File: config.mk
export PLATFORM = sky130hd
export DESIGN_NAME = trajectory_constraint_cost
export DESIGN_NICKNAME = d
export VERILOG_FILES = /design/src/hdl/tcc_pkg.sv /design/src/hdl/trajectory_constraint_cost.sv /design/src/hdl/tcc_ctrl.sv /design/src/hdl/tcc_datapath.sv
export SDC_FILE = /design/constraint.sdc
export NUM_CORES = 2
export LEC_CHECK = 0
export BUFFER_PORTS_ARGS = -buffer_cell sky130_fd_sc_hd__buf_2
export CORE_ASPECT_RATIO = 0.7
export CORE_MARGIN = 5
export CORE_UTILIZATION = 55
export CTS_BUF_LIST = sky130_fd_sc_hd__clkbuf_2
export CTS_CLUSTER_SIZE = 8
export DETAILED_ROUTE_END_ITERATION = 10
export PLACE_DENSITY = 0.72
export SYNTH_ARGS = -nofsm -noshare
export SYNTH_HDL_FRONTEND = slang
export SYNTH_SLANG_ARGS = --single-unit
File: constraint.sdc
create_clock -name clk -period 8.8 [get_ports clk]
set_input_delay 1.76 -clock clk [delete_from_list [all_inputs] [get_ports clk]]
set_output_delay 1.76 -clock clk [all_outputs]
set_load 0.01 [all_outputs]
File: src/hdl/tcc_pkg.sv
// shared types and constants of the trajectory constraint cost block
`default_nettype none

package tcc_pkg;

  // restoring divider: one quotient bit per cycle for a 40-bit quotient
  localparam int DIV_STEPS = 40;
  localparam int CNT_W     = $clog2(DIV_STEPS);

  // 48x48 product from four 24x24 partial products and a final drain step for the last add
  localparam logic [CNT_W-1:0] MUL_LAST = CNT_W'(4);

  localparam logic [47:0] LIM48 = 48'hFFFF_FFFF_FFFF;

  // configuration register indexes
  typedef enum logic [2:0] {
    CFG_ENABLE     = 3'd0,
    CFG_MAX_SPEED  = 3'd1,
    CFG_MIN_SPEED  = 3'd2,
    CFG_MIN_RADIUS = 3'd3,
    CFG_STEP_TIME  = 3'd4,
    CFG_WEIGHT     = 3'd5,
    CFG_POWER      = 3'd6
  } cfg_idx_t;

  // configuration reset values
  localparam logic        ENABLE_RST     = 1'b1;
  localparam logic [23:0] MAX_SPEED_RST  = 24'h008000;
  localparam logic [23:0] MIN_SPEED_RST  = 24'hFFA666;
  localparam logic [23:0] MIN_RADIUS_RST = 24'h000000;
  localparam logic [15:0] STEP_TIME_RST  = 16'h0CCD;
  localparam logic [23:0] WEIGHT_RST     = 24'h040000;
  localparam logic [2:0]  POWER_RST      = 3'd1;

  typedef enum logic [3:0] {
    ST_IDLE,
    ST_DIV,
    ST_VIOL,
    ST_MUL_STEP,
    ST_ACCUM,
    ST_MUL_BASE,
    ST_BASE_TAKE,
    ST_MUL_POW,
    ST_POW_TAKE,
    ST_EMIT
  } state_t;

  // controller to datapath
  typedef struct packed {
    logic       load;
    logic       div_step;
    logic       viol_load;
    logic       mul_clr;
    logic       mul_pp;
    logic       mul_acc;
    logic [1:0] mul_idx;
    logic       sum_acc;
    logic       base_load;
    logic       base_take;
    logic       pow_take;
    logic       emit;
  } cmd_t;

  // datapath to controller
  typedef struct packed {
    logic       enable;
    logic       last;
    logic [2:0] cost_power;
    logic       out_free;
  } status_t;

endpackage

`default_nettype wire

File: src/hdl/trajectory_constraint_cost.sv
// top level of the trajectory constraint cost block
//
//   channel  direction  handshake             payload
//   in       input      in_valid / in_ready   speed, yaw_rate, prior_cost, last_step
//   out      output     out_valid / out_ready total_cost, saturated
//   cfg      input      cfg_valid / cfg_ready cfg_index, cfg_data
//
// enabled step: accept, the restoring divider iterations for the turning radius,
// violation, the partial products on the shared 24x24 multiplier, accumulate
// last step then forms the weighted base and raises it to power p on the multiplier,
// then emits after any wait on out_ready; disabled: accept, last step also emits
// reset clears control, configuration and violation sum; cfg writes are always taken
`default_nettype none

module trajectory_constraint_cost #(
  parameter int MAX_POWER = 4
) (
  input  wire logic               clk,
  input  wire logic               rst,
  input  wire logic               in_valid,
  output logic                    in_ready,
  input  wire logic signed [23:0] speed,
  input  wire logic signed [23:0] yaw_rate,
  input  wire logic [47:0]        prior_cost,
  input  wire logic               last_step,
  output logic                    out_valid,
  input  wire logic               out_ready,
  output logic [47:0]             total_cost,
  output logic                    saturated,
  input  wire logic               cfg_valid,
  output logic                    cfg_ready,
  input  wire logic [2:0]         cfg_index,
  input  wire logic [23:0]        cfg_data
);

  tcc_pkg::cmd_t    cmd;
  tcc_pkg::status_t status;

  // configuration is always writable
  assign cfg_ready = 1'b1;

  tcc_ctrl #(
    .MAX_POWER (MAX_POWER)
  ) u_ctrl (
    .clk       (clk),
    .rst       (rst),
    .in_valid  (in_valid),
    .last_step (last_step),
    .in_ready  (in_ready),
    .status    (status),
    .cmd       (cmd)
  );

  tcc_datapath u_datapath (
    .clk        (clk),
    .rst        (rst),
    .cfg_valid  (cfg_valid),
    .cfg_index  (cfg_index),
    .cfg_data   (cfg_data),
    .speed      (speed),
    .yaw_rate   (yaw_rate),
    .prior_cost (prior_cost),
    .last_step  (last_step),
    .out_valid  (out_valid),
    .out_ready  (out_ready),
    .total_cost (total_cost),
    .saturated  (saturated),
    .cmd        (cmd),
    .status     (status)
  );

endmodule

`default_nettype wire

File: src/hdl/tcc_ctrl.sv
// sequencer for division, shared multiplier and result emission
`default_nettype none

module tcc_ctrl #(
  parameter int MAX_POWER = 4
) (
  input  wire logic             clk,
  input  wire logic             rst,
  input  wire logic             in_valid,
  input  wire logic             last_step,
  output logic                  in_ready,
  input  wire tcc_pkg::status_t status,
  output tcc_pkg::cmd_t         cmd
);

  localparam int PW = $clog2(MAX_POWER + 1);

  tcc_pkg::state_t              state, state_next;
  logic [tcc_pkg::CNT_W-1:0]    cnt, cnt_next;
  logic [PW-1:0]                pw_cnt, pw_cnt_next;
  logic [PW-1:0]                pw_load;
  logic                         mul_state;

  // number of extra multiplications after the weighted base
  always_comb begin
    int pe;
    pe = (status.cost_power == 3'd0) ? 1 : int'(status.cost_power);
    if (pe > MAX_POWER) begin
      pe = MAX_POWER;
    end
    pw_load = PW'(pe - 1);
  end

  // state registers
  always_ff @(posedge clk) begin
    if (rst) begin
      state  <= tcc_pkg::ST_IDLE;
      cnt    <= '0;
      pw_cnt <= '0;
    end else begin
      state  <= state_next;
      cnt    <= cnt_next;
      pw_cnt <= pw_cnt_next;
    end
  end

  assign mul_state = (state == tcc_pkg::ST_MUL_STEP) || (state == tcc_pkg::ST_MUL_BASE) ||
                     (state == tcc_pkg::ST_MUL_POW);

  // next state and commands
  always_comb begin
    state_next  = state;
    cnt_next    = cnt;
    pw_cnt_next = pw_cnt;
    cmd         = '0;
    in_ready    = (state == tcc_pkg::ST_IDLE);

    // shared multiplier schedule: products at 0..3, adds at 1..4
    if (mul_state) begin
      cmd.mul_idx = cnt[1:0];
      cmd.mul_clr = (cnt == '0);
      cmd.mul_pp  = (cnt != tcc_pkg::MUL_LAST);
      cmd.mul_acc = (cnt != '0);
      cnt_next    = (cnt == tcc_pkg::MUL_LAST) ? '0 : cnt + 1'b1;
    end

    case (state)
      tcc_pkg::ST_IDLE: begin
        if (in_valid) begin
          cmd.load = 1'b1;
          cnt_next = '0;
          if (status.enable) begin
            state_next = tcc_pkg::ST_DIV;
          end else if (last_step) begin
            state_next = tcc_pkg::ST_EMIT;
          end
        end
      end
      tcc_pkg::ST_DIV: begin
        cmd.div_step = 1'b1;
        if (cnt == tcc_pkg::CNT_W'(tcc_pkg::DIV_STEPS - 1)) begin
          cnt_next   = '0;
          state_next = tcc_pkg::ST_VIOL;
        end else begin
          cnt_next = cnt + 1'b1;
        end
      end
      tcc_pkg::ST_VIOL: begin
        cmd.viol_load = 1'b1;
        state_next    = tcc_pkg::ST_MUL_STEP;
      end
      tcc_pkg::ST_MUL_STEP: begin
        if (cnt == tcc_pkg::MUL_LAST) begin
          state_next = tcc_pkg::ST_ACCUM;
        end
      end
      tcc_pkg::ST_ACCUM: begin
        cmd.sum_acc = 1'b1;
        if (status.last) begin
          cmd.base_load = 1'b1;
          state_next    = tcc_pkg::ST_MUL_BASE;
        end else begin
          state_next = tcc_pkg::ST_IDLE;
        end
      end
      tcc_pkg::ST_MUL_BASE: begin
        if (cnt == tcc_pkg::MUL_LAST) begin
          state_next = tcc_pkg::ST_BASE_TAKE;
        end
      end
      tcc_pkg::ST_BASE_TAKE: begin
        cmd.base_take = 1'b1;
        if (pw_load == '0) begin
          state_next = tcc_pkg::ST_EMIT;
        end else begin
          pw_cnt_next = pw_load;
          state_next  = tcc_pkg::ST_MUL_POW;
        end
      end
      tcc_pkg::ST_MUL_POW: begin
        if (cnt == tcc_pkg::MUL_LAST) begin
          state_next = tcc_pkg::ST_POW_TAKE;
        end
      end
      tcc_pkg::ST_POW_TAKE: begin
        cmd.pow_take = 1'b1;
        pw_cnt_next  = pw_cnt - 1'b1;
        if (pw_cnt == PW'(1)) begin
          state_next = tcc_pkg::ST_EMIT;
        end else begin
          state_next = tcc_pkg::ST_MUL_POW;
        end
      end
      tcc_pkg::ST_EMIT: begin
        if (status.out_free) begin
          cmd.emit   = 1'b1;
          state_next = tcc_pkg::ST_IDLE;
        end
      end
      default: begin
        state_next = tcc_pkg::ST_IDLE;
      end
    endcase
  end

`ifndef SYNTHESIS
  // a pending result is never overwritten
  a_emit_free: assert property (@(posedge clk) disable iff (rst)
    cmd.emit |-> status.out_free)
    else $error("emit while output register still holds a result");

  // a disabled non-final step is back in idle in the cycle after it is accepted
  a_disabled_step: assert property (@(posedge clk) disable iff (rst)
    (in_valid && in_ready && !status.enable && !last_step) |=> (state == tcc_pkg::ST_IDLE))
    else $error("disabled step did not return to idle");

  // divider count stays within the quotient length
  a_div_cnt: assert property (@(posedge clk) disable iff (rst)
    (state == tcc_pkg::ST_DIV) |-> (int'(cnt) < tcc_pkg::DIV_STEPS))
    else $error("divider step count out of range");
`endif

endmodule

`default_nettype wire

File: src/hdl/tcc_datapath.sv
// configuration registers, radius divider, shared multiplier, sum and output register
`default_nettype none

module tcc_datapath (
  input  wire logic                clk,
  input  wire logic                rst,
  // configuration writes
  input  wire logic                cfg_valid,
  input  wire logic [2:0]          cfg_index,
  input  wire logic [23:0]         cfg_data,
  // input request fields
  input  wire logic signed [23:0]  speed,
  input  wire logic signed [23:0]  yaw_rate,
  input  wire logic [47:0]         prior_cost,
  input  wire logic                last_step,
  // output request
  output logic                     out_valid,
  input  wire logic                out_ready,
  output logic [47:0]              total_cost,
  output logic                     saturated,
  // controller link
  input  wire tcc_pkg::cmd_t       cmd,
  output tcc_pkg::status_t         status
);

  // configuration registers
  logic               enable;
  logic signed [23:0] max_speed;
  logic signed [23:0] min_speed;
  logic [23:0]        min_radius;
  logic [15:0]        step_time;
  logic [23:0]        cost_weight;
  logic [2:0]         cost_power;

  // step operands and divider
  logic signed [23:0] s_q;
  logic [23:0]        dvs;
  logic [23:0]        rem;
  logic [39:0]        nq;
  logic [47:0]        prior_q;
  logic               last_q;

  // multiplier and accumulation
  logic [47:0]        mul_a, mul_b;
  logic [47:0]        pp;
  logic [1:0]         pp_idx;
  logic [95:0]        prod;
  logic [47:0]        vsum;
  logic               sat_q;

  logic [23:0]        abs_s, abs_w;
  logic [24:0]        rem_sh;
  logic               q_bit;
  logic [24:0]        d_over, d_under;
  logic [23:0]        d_rad;
  logic [25:0]        viol;
  logic [23:0]        a_sel, b_sel;
  logic [95:0]        pp_sh;
  logic               prod_ovf;
  logic [47:0]        prod_val;
  logic [48:0]        sum49;
  logic [47:0]        sum_new;
  logic [48:0]        tot49;

  // configuration write port
  always_ff @(posedge clk) begin
    if (rst) begin
      enable      <= tcc_pkg::ENABLE_RST;
      max_speed   <= tcc_pkg::MAX_SPEED_RST;
      min_speed   <= tcc_pkg::MIN_SPEED_RST;
      min_radius  <= tcc_pkg::MIN_RADIUS_RST;
      step_time   <= tcc_pkg::STEP_TIME_RST;
      cost_weight <= tcc_pkg::WEIGHT_RST;
      cost_power  <= tcc_pkg::POWER_RST;
    end else if (cfg_valid) begin
      case (tcc_pkg::cfg_idx_t'(cfg_index))
        tcc_pkg::CFG_ENABLE:     enable      <= cfg_data[0];
        tcc_pkg::CFG_MAX_SPEED:  max_speed   <= cfg_data;
        tcc_pkg::CFG_MIN_SPEED:  min_speed   <= cfg_data;
        tcc_pkg::CFG_MIN_RADIUS: min_radius  <= cfg_data;
        tcc_pkg::CFG_STEP_TIME:  step_time   <= cfg_data[15:0];
        tcc_pkg::CFG_WEIGHT:     cost_weight <= cfg_data;
        tcc_pkg::CFG_POWER:      cost_power  <= cfg_data[2:0];
        default: ;
      endcase
    end
  end

  // magnitudes; the most negative value maps to 2^23
  assign abs_s = speed[23] ? (~speed + 24'd1) : speed;
  assign abs_w = yaw_rate[23] ? (~yaw_rate + 24'd1) : yaw_rate;

  // one restoring division step
  assign rem_sh = {rem, nq[39]};
  assign q_bit  = (rem_sh >= {1'b0, dvs});

  always_ff @(posedge clk) begin
    if (cmd.load) begin
      s_q     <= speed;
      dvs     <= (abs_w == '0) ? 24'd1 : abs_w;
      rem     <= '0;
      nq      <= {abs_s, 16'd0};
      prior_q <= prior_cost;
      last_q  <= last_step;
    end else if (cmd.div_step) begin
      rem <= q_bit ? 24'(rem_sh - {1'b0, dvs}) : rem_sh[23:0];
      nq  <= {nq[38:0], q_bit};
    end
  end

  // per-step violation from the speed limits and the radius shortfall
  assign d_over  = {s_q[23], s_q} - {max_speed[23], max_speed};
  assign d_under = {min_speed[23], min_speed} - {s_q[23], s_q};
  assign d_rad   = min_radius - nq[23:0];
  assign viol    = ((s_q > max_speed) ? {2'b00, d_over[23:0]} : 26'd0) +
                   ((min_speed > s_q) ? {2'b00, d_under[23:0]} : 26'd0) +
                   ((nq < {16'd0, min_radius}) ? {2'b00, d_rad} : 26'd0);

  // partial product operand halves
  assign a_sel = cmd.mul_idx[1] ? mul_a[47:24] : mul_a[23:0];
  assign b_sel = cmd.mul_idx[0] ? mul_b[47:24] : mul_b[23:0];

  always_comb begin
    case (pp_idx)
      2'd0:    pp_sh = {48'd0, pp};
      2'd3:    pp_sh = {pp, 48'd0};
      default: pp_sh = {24'd0, pp, 24'd0};
    endcase
  end

  // Q.16 truncation with clip at the 48-bit limit
  assign prod_ovf = |prod[95:64];
  assign prod_val = prod_ovf ? tcc_pkg::LIM48 : prod[63:16];

  // saturating violation sum
  assign sum49   = {1'b0, vsum} + {1'b0, prod[63:16]};
  assign sum_new = sum49[48] ? tcc_pkg::LIM48 : sum49[47:0];

  // final total
  assign tot49 = {1'b0, prior_q} + {1'b0, mul_a};

  // multiplier pipeline: product register, then shifted add
  always_ff @(posedge clk) begin
    if (cmd.mul_pp) begin
      pp     <= a_sel * b_sel;
      pp_idx <= cmd.mul_idx;
    end
    if (cmd.mul_clr) begin
      prod <= '0;
    end else if (cmd.mul_acc) begin
      prod <= prod + pp_sh;
    end
  end

  // multiplier operands and power chain
  always_ff @(posedge clk) begin
    if (cmd.viol_load) begin
      mul_a <= {22'd0, viol};
      mul_b <= {32'd0, step_time};
    end else if (cmd.base_load) begin
      mul_a <= sum_new;
      mul_b <= {24'd0, cost_weight};
    end else if (cmd.base_take) begin
      mul_a <= prod_val;
      mul_b <= prod_val;
      sat_q <= prod_ovf;
    end else if (cmd.pow_take) begin
      mul_a <= prod_val;
      sat_q <= sat_q | prod_ovf;
    end
  end

  // violation sum, cleared by every emitted result
  always_ff @(posedge clk) begin
    if (rst) begin
      vsum <= '0;
    end else if (cmd.emit) begin
      vsum <= '0;
    end else if (cmd.sum_acc) begin
      vsum <= sum_new;
    end
  end

  // output register
  always_ff @(posedge clk) begin
    if (rst) begin
      out_valid <= 1'b0;
    end else if (cmd.emit) begin
      out_valid <= 1'b1;
    end else if (out_ready) begin
      out_valid <= 1'b0;
    end
  end

  always_ff @(posedge clk) begin
    if (cmd.emit) begin
      if (enable) begin
        total_cost <= tot49[48] ? tcc_pkg::LIM48 : tot49[47:0];
        saturated  <= sat_q | tot49[48];
      end else begin
        total_cost <= prior_q;
        saturated  <= 1'b0;
      end
    end
  end

  // status to controller
  assign status.enable     = enable;
  assign status.last       = last_q;
  assign status.cost_power = cost_power;
  assign status.out_free   = !out_valid || out_ready;

endmodule

`default_nettype wire
# Word-level counts from Yosys, hierarchy flattened
# Index checks and enable logic that the tools add are counted.
# totals
register_bits	631
inputBits	129
out_inout_bits	52
# op_classes
add_sub_neg	14
n_mul	1
n_lt_le_gt_ge	5
n_eq_ne	28
mux	58
bitwise_logic	6
n_reduce_logical	33
# ops
operator	count
$mux 48	7
$mux 24	10
$pmux 96 s2	1
$add 48x48->49	2
$add 96x96->96	1
$sub 24x24->24	4
$mux 40	2
$add 26x26->26	2
$add 24x1->24 const B	2
$gt 24x24->1	2
$mul 24x24->48	1
$not 24->24	2
$lt 40x24->1	1
$mux 4	10
$pmux 4 s10	1
$gt 32x4->1 const B	1
$reduce_or 32->1	1
$mux 26	1
$ge 25x24->1	1
$logic_not 24->1	1
$mux 6	4
$eq 4x3->1 const B	4
$mux 16	1
$reduce_and 2->1	8
other kinds (37)	75

# Depth between registers and ports, before layout
# logic_depth
word_depth	8
depth_mapped	34

# Hierarchy
# From an unflattened synthesis, not the netlist that was laid out.
# unflattened
cells_unflattened	7332
hier_area_um2	62227.2
# by_module_without_submodules
module	instances	cells_each	area_each_um2
tcc_datapath	1	7191	61163.7
tcc_ctrl	1	139	1052.3
trajectory_constraint_cost	1	2	11.3

# Least setup slack after synthesis
# Ideal clock, no wire load.
# synth_timing
path_type	reg-to-reg
startpoint	reg u_ctrl.state[3]
endpoint	reg u_datapath.pp[43], data pin
arrival_ns	8.332
required_ns	8.540
setup_slack_ns	0.208
path_stages_with_launch	32
n_path_buf	3
synth_period_minus_slack_ns	8.592
cell_sequence	dfxtp_1 -> clkbuf_1 -> nor3b_2 -> nand2_1 -> clkbuf_1 -> mux2i_1 -> clkbuf_1 -> nor2_1 -> fa_1 -> fa_1 -> inv_1 -> fa_1 -> inv_1 -> fa_1 -> inv_1 -> fa_1 -> inv_1 -> fa_1 -> inv_1 -> fa_1 -> inv_1 -> ha_1 -> a21o_1 -> a21o_1 -> a21o_1 -> or3b_1 -> a211oi_1 -> nor3_1 -> o311ai_1 -> nand3b_1 -> a31oi_1 -> xnor2_1
# synth_via
elab_chain_len	6
elab_cells_between_ends	9
classes_between	mul: 1; eq/ne: 3; mux: 3; reduce/logical: 2
# synth_rtl
item	line_no	text
from (decl)	tcc_ctrl.sv:18	tcc_pkg::state_t state, state_next;
from (signal assigned)	tcc_ctrl.sv:37	state <= tcc_pkg::ST_IDLE;
from (signal assigned)	tcc_ctrl.sv:41	state <= state_next;
$eq 4x2->1 / $eq 4x3->1 (equally long branches)	tcc_ctrl.sv:47	assign mul_state = (state == tcc_pkg::ST_MUL_STEP) || (state == tcc_pkg::ST_MUL_BASE) ||
$logic_or 1x1->1	tcc_ctrl.sv:47	
$logic_or 1x1->1 (*)	tcc_ctrl.sv:47	
$mux 5 (*)	tcc_ctrl.sv:59	if (mul_state) begin
$mux 24 (on tied branches)	tcc_datapath.sv:120, tcc_datapath.sv:121	
$mul 24x24->48 (*)	tcc_datapath.sv:145	pp <= a_sel * b_sel;
to (signal assigned)	tcc_datapath.sv:145	
to (decl)	tcc_datapath.sv:45	logic [47:0] pp;
# Mark *: on every way between the ends. The rest lies on a longest branch, timed or not.
# A chain may end at the register's enable or synchronous reset.

# Worst setup path after layout
# layout_timing
startpoint	reg u_ctrl.state[1]
endpoint	reg u_datapath.pp[46], data pin
# The elaborated chain is that of the path after synthesis.

==> impl_results.md <==
- Run status: finished clean
- CP required: 10090 ps
- Skew-Pair Late Insertion Delay: 1600 ps
- Post-synthesis instance total: 7358
- Clk_skew: 149 ps
- Die Wd: 412 µm
- Netlist cell types: 114
- Highest routed layer: met5
- IO Count: 181
- H-Tree Depth: 4
- Syn Area/Cell: 8.47 µm²
- Ranking of synthesized cells by area: fa_1, edfxtp_1, dfxtp_1
- Ys Warns: 0
- Finished Layout Cells: 9192
- RSZ-0062 raised after global routing: false
- Antenna-violating nets left: 0
- CP startpoint kind: register
- Detailed Route WL: 227000 µm
- Final nets: 8692
- Post-synth ARST share: 0
- Hold Path Class: primary input to register
- Buf/Inv on CP: 6
- Crit path DAT: 9880 ps
- Root Buffer Master: clkbuf_2
- Max Cap Violations: 0
- Std-Cell Rows: 103
- Hold Fails Final Rpt: 0
- Slew headroom: 0.175
- HPWL after DPL: 182000 µm
- Gr usage total: 0.374
- Clock Tree Buf Depth: 3
- Clk pin slew, worst setup/hold paths: 120 ps
- Syn_nets: 8519
- Starting density of the core: 0.553
- Post-synthesis sequential area ratio: 0.245
- Slew @ Worst Pin: 1220 ps
- Clock buffer count from CTS: 161
- Antenna violations before repair: 19
- Synth Register Bits: 631
- Initial DRT Pass Iterations: 6
- Dpl ws: -118 ps
- Register area: 15300 µm²
- Number of fill cells: 10400
- Chip Height: 292 µm
- Core area: 113000 µm²
- M1 WL: 99700 µm
- Worst-path fanout max: 16
- Top FF cell, synth: dfxtp_1
- Final setup fails: 0
- Ratio of cells with drive above 1 in the final layout: 0.100
- Slowest CP cell: fa_1
- Post-synth EDFFs: 263
- GR Overflow Total: 0
- First-pass GRT wire length: 338000 µm
- Setup_tns: 0 ps
- Synth area leader: fa_1
- Hold_ws: 392 ps
- Fin crit period: 8590 ps
- Vias in the first global route: 53400
- Tcrit/Tclk final: 0.977
- WL per Instance: 24.7 µm
- Mapped cell area: 62300 µm²
- CP most frequent cell: fa_1
- Area of the multi-input gates: 42900 µm²
- Die Footprint: 120000 µm²
- Vias: 56200
- Critical path's top delay family: adder cells
- Slew Limit Fails: 0
- Met2 WL: 87300 µm
- CTS tree: done
- Critical Path Sink Type: register
- Via density: 6.11
- Clock Sink Count: 631
- RD Place Congestion: 1.08
- Synthesis-to-finish area growth: 7.21%
- Drt initial violations: 6807
- Residual DRC: 0
- I/O Buffers: 179
- Placed Cells: 8890
- Critical path class: register to register
- Top cell type's share of synthesized area: 0.165
- Fmax: 116 MHz
- PnR worst setup slack: 206 ps
- Met3 WL: 33800 µm
- CP peak stage delay: 580 ps
- Largest net degree at the start of global routing: 92
==> path summary, 6_finish.rpt <==
| kind | from | to | slack (ps) | cells after the start |
|---|---|---|---|---|
| min | prior_cost[39] | u_datapath.prior_q[39] | 390 | 1 |
| max | u_ctrl.state[1] | u_datapath.pp[46] | 210 | 30 |
| max reg2reg | u_ctrl.state[1] | u_datapath.pp[46] | 210 | 30 |
| min reg2reg | u_datapath.prod[0] | u_datapath.prod[0] | 440 | 2 |
==> metrics by stage <==
stage                     area, µm²  utilization
after floorplan               62300            -
after global placement        65200        0.579
after detailed placement      65200        0.579
after CTS                     66700        0.593
after global routing          66800        0.593
final                         66800        0.593
==> flip-flops by register name, indices dropped and copies added (netlist names), 40 cells and up <==
| name | count |
|---|---|
| u_datapath.mul_a | 48 |
| u_datapath.mul_b | 48 |
| u_datapath.nq | 40 |
| u_datapath.pp | 48 |
| u_datapath.prior_q | 48 |
| u_datapath.prod | 96 |
| u_datapath.total_cost | 48 |
| u_datapath.vsum | 48 |
==> cells in the final DEF (no fill, tap or decap), types with 70 or more instances in the layout <==
cell,instances
xor2_1,136
nand3_1,133
edfxtp_1,263
inv_1,808
o21ai_0,383
a31oi_1,80
ha_1,517
nand4_1,71
and2_1,70
nor3_1,79
nor2b_1,76
a21oi_1,471
xnor2_1,196
a21o_1,211
dfxtp_1,367
fa_1,514
nand2_1,986
buf_4,147
clkbuf_2,241
buf_2,178
nor2_1,696
==> kinds of logic after synthesis <==
logic type	share of synthesized area
AO/OA/AOI/OAI	0.178
buffers and inverters	0.0693
adder cells (fa/ha/maj)	0.269
other	0.0000602
multiplexers	0.0204
flip-flops	0.245
XOR/XNOR	0.0467
AND/OR/NAND/NOR	0.171
==> cells in the mapped netlist, types with 33 or more instances <==
library cell / count
nand2_1: 991
inv_1: 809
nor2_1: 699
ha_1: 518
fa_1: 514
a21oi_1: 473
o21ai_0: 383
dfxtp_1: 368
clkbuf_1: 280
edfxtp_1: 263
a21o_1: 211
xnor2_1: 196
xor2_1: 136
nand3_1: 133
nor3_1: 84
a31oi_1: 81
nor2b_1: 77
mux2i_1: 75
nand4_1: 71
and2_1: 70
a211oi_1: 62
nand2b_1: 56
o21a_1: 54
and3_1: 52
o21bai_1: 52
mux2_2: 46
o31ai_1: 39
o211ai_1: 33
==> cell type report <==
| cell class | instances | area share |
|---|---|---|
| Clock inverter | 52 | 0.00464 |
| Antenna cell | 9 | 0.000337 |
| Timing Repair Buffer | 333 | 0.0322 |
| Inverter | 810 | 0.0455 |
| Sequential cell | 631 | 0.228 |
| Multi-Input combinational cell | 5594 | 0.642 |
| Tap cell | 1522 | 0.0285 |
| Clock buffer | 241 | 0.0180 |
==> per-layer routing <==
metal	track usage	up-vias
met3	0.144	415
met1	0.562	27100
li1	-	25500
met4	0.103	22
met5	0.00901	-
met2	0.495	3113
==> timing repair <==
action / 4_1_cts / 5_1_grt
gates resized for setup: 1 / 12
pin swaps: 0 / 0
endpoints found under the setup margin: 2 / 10
hold buffers: 0 / 0
setup buffers: 0 / 0
Power is left out: the tool's default activity adds up to more than one toggle a clock period on the data nets, which glitch-free logic cannot reach.
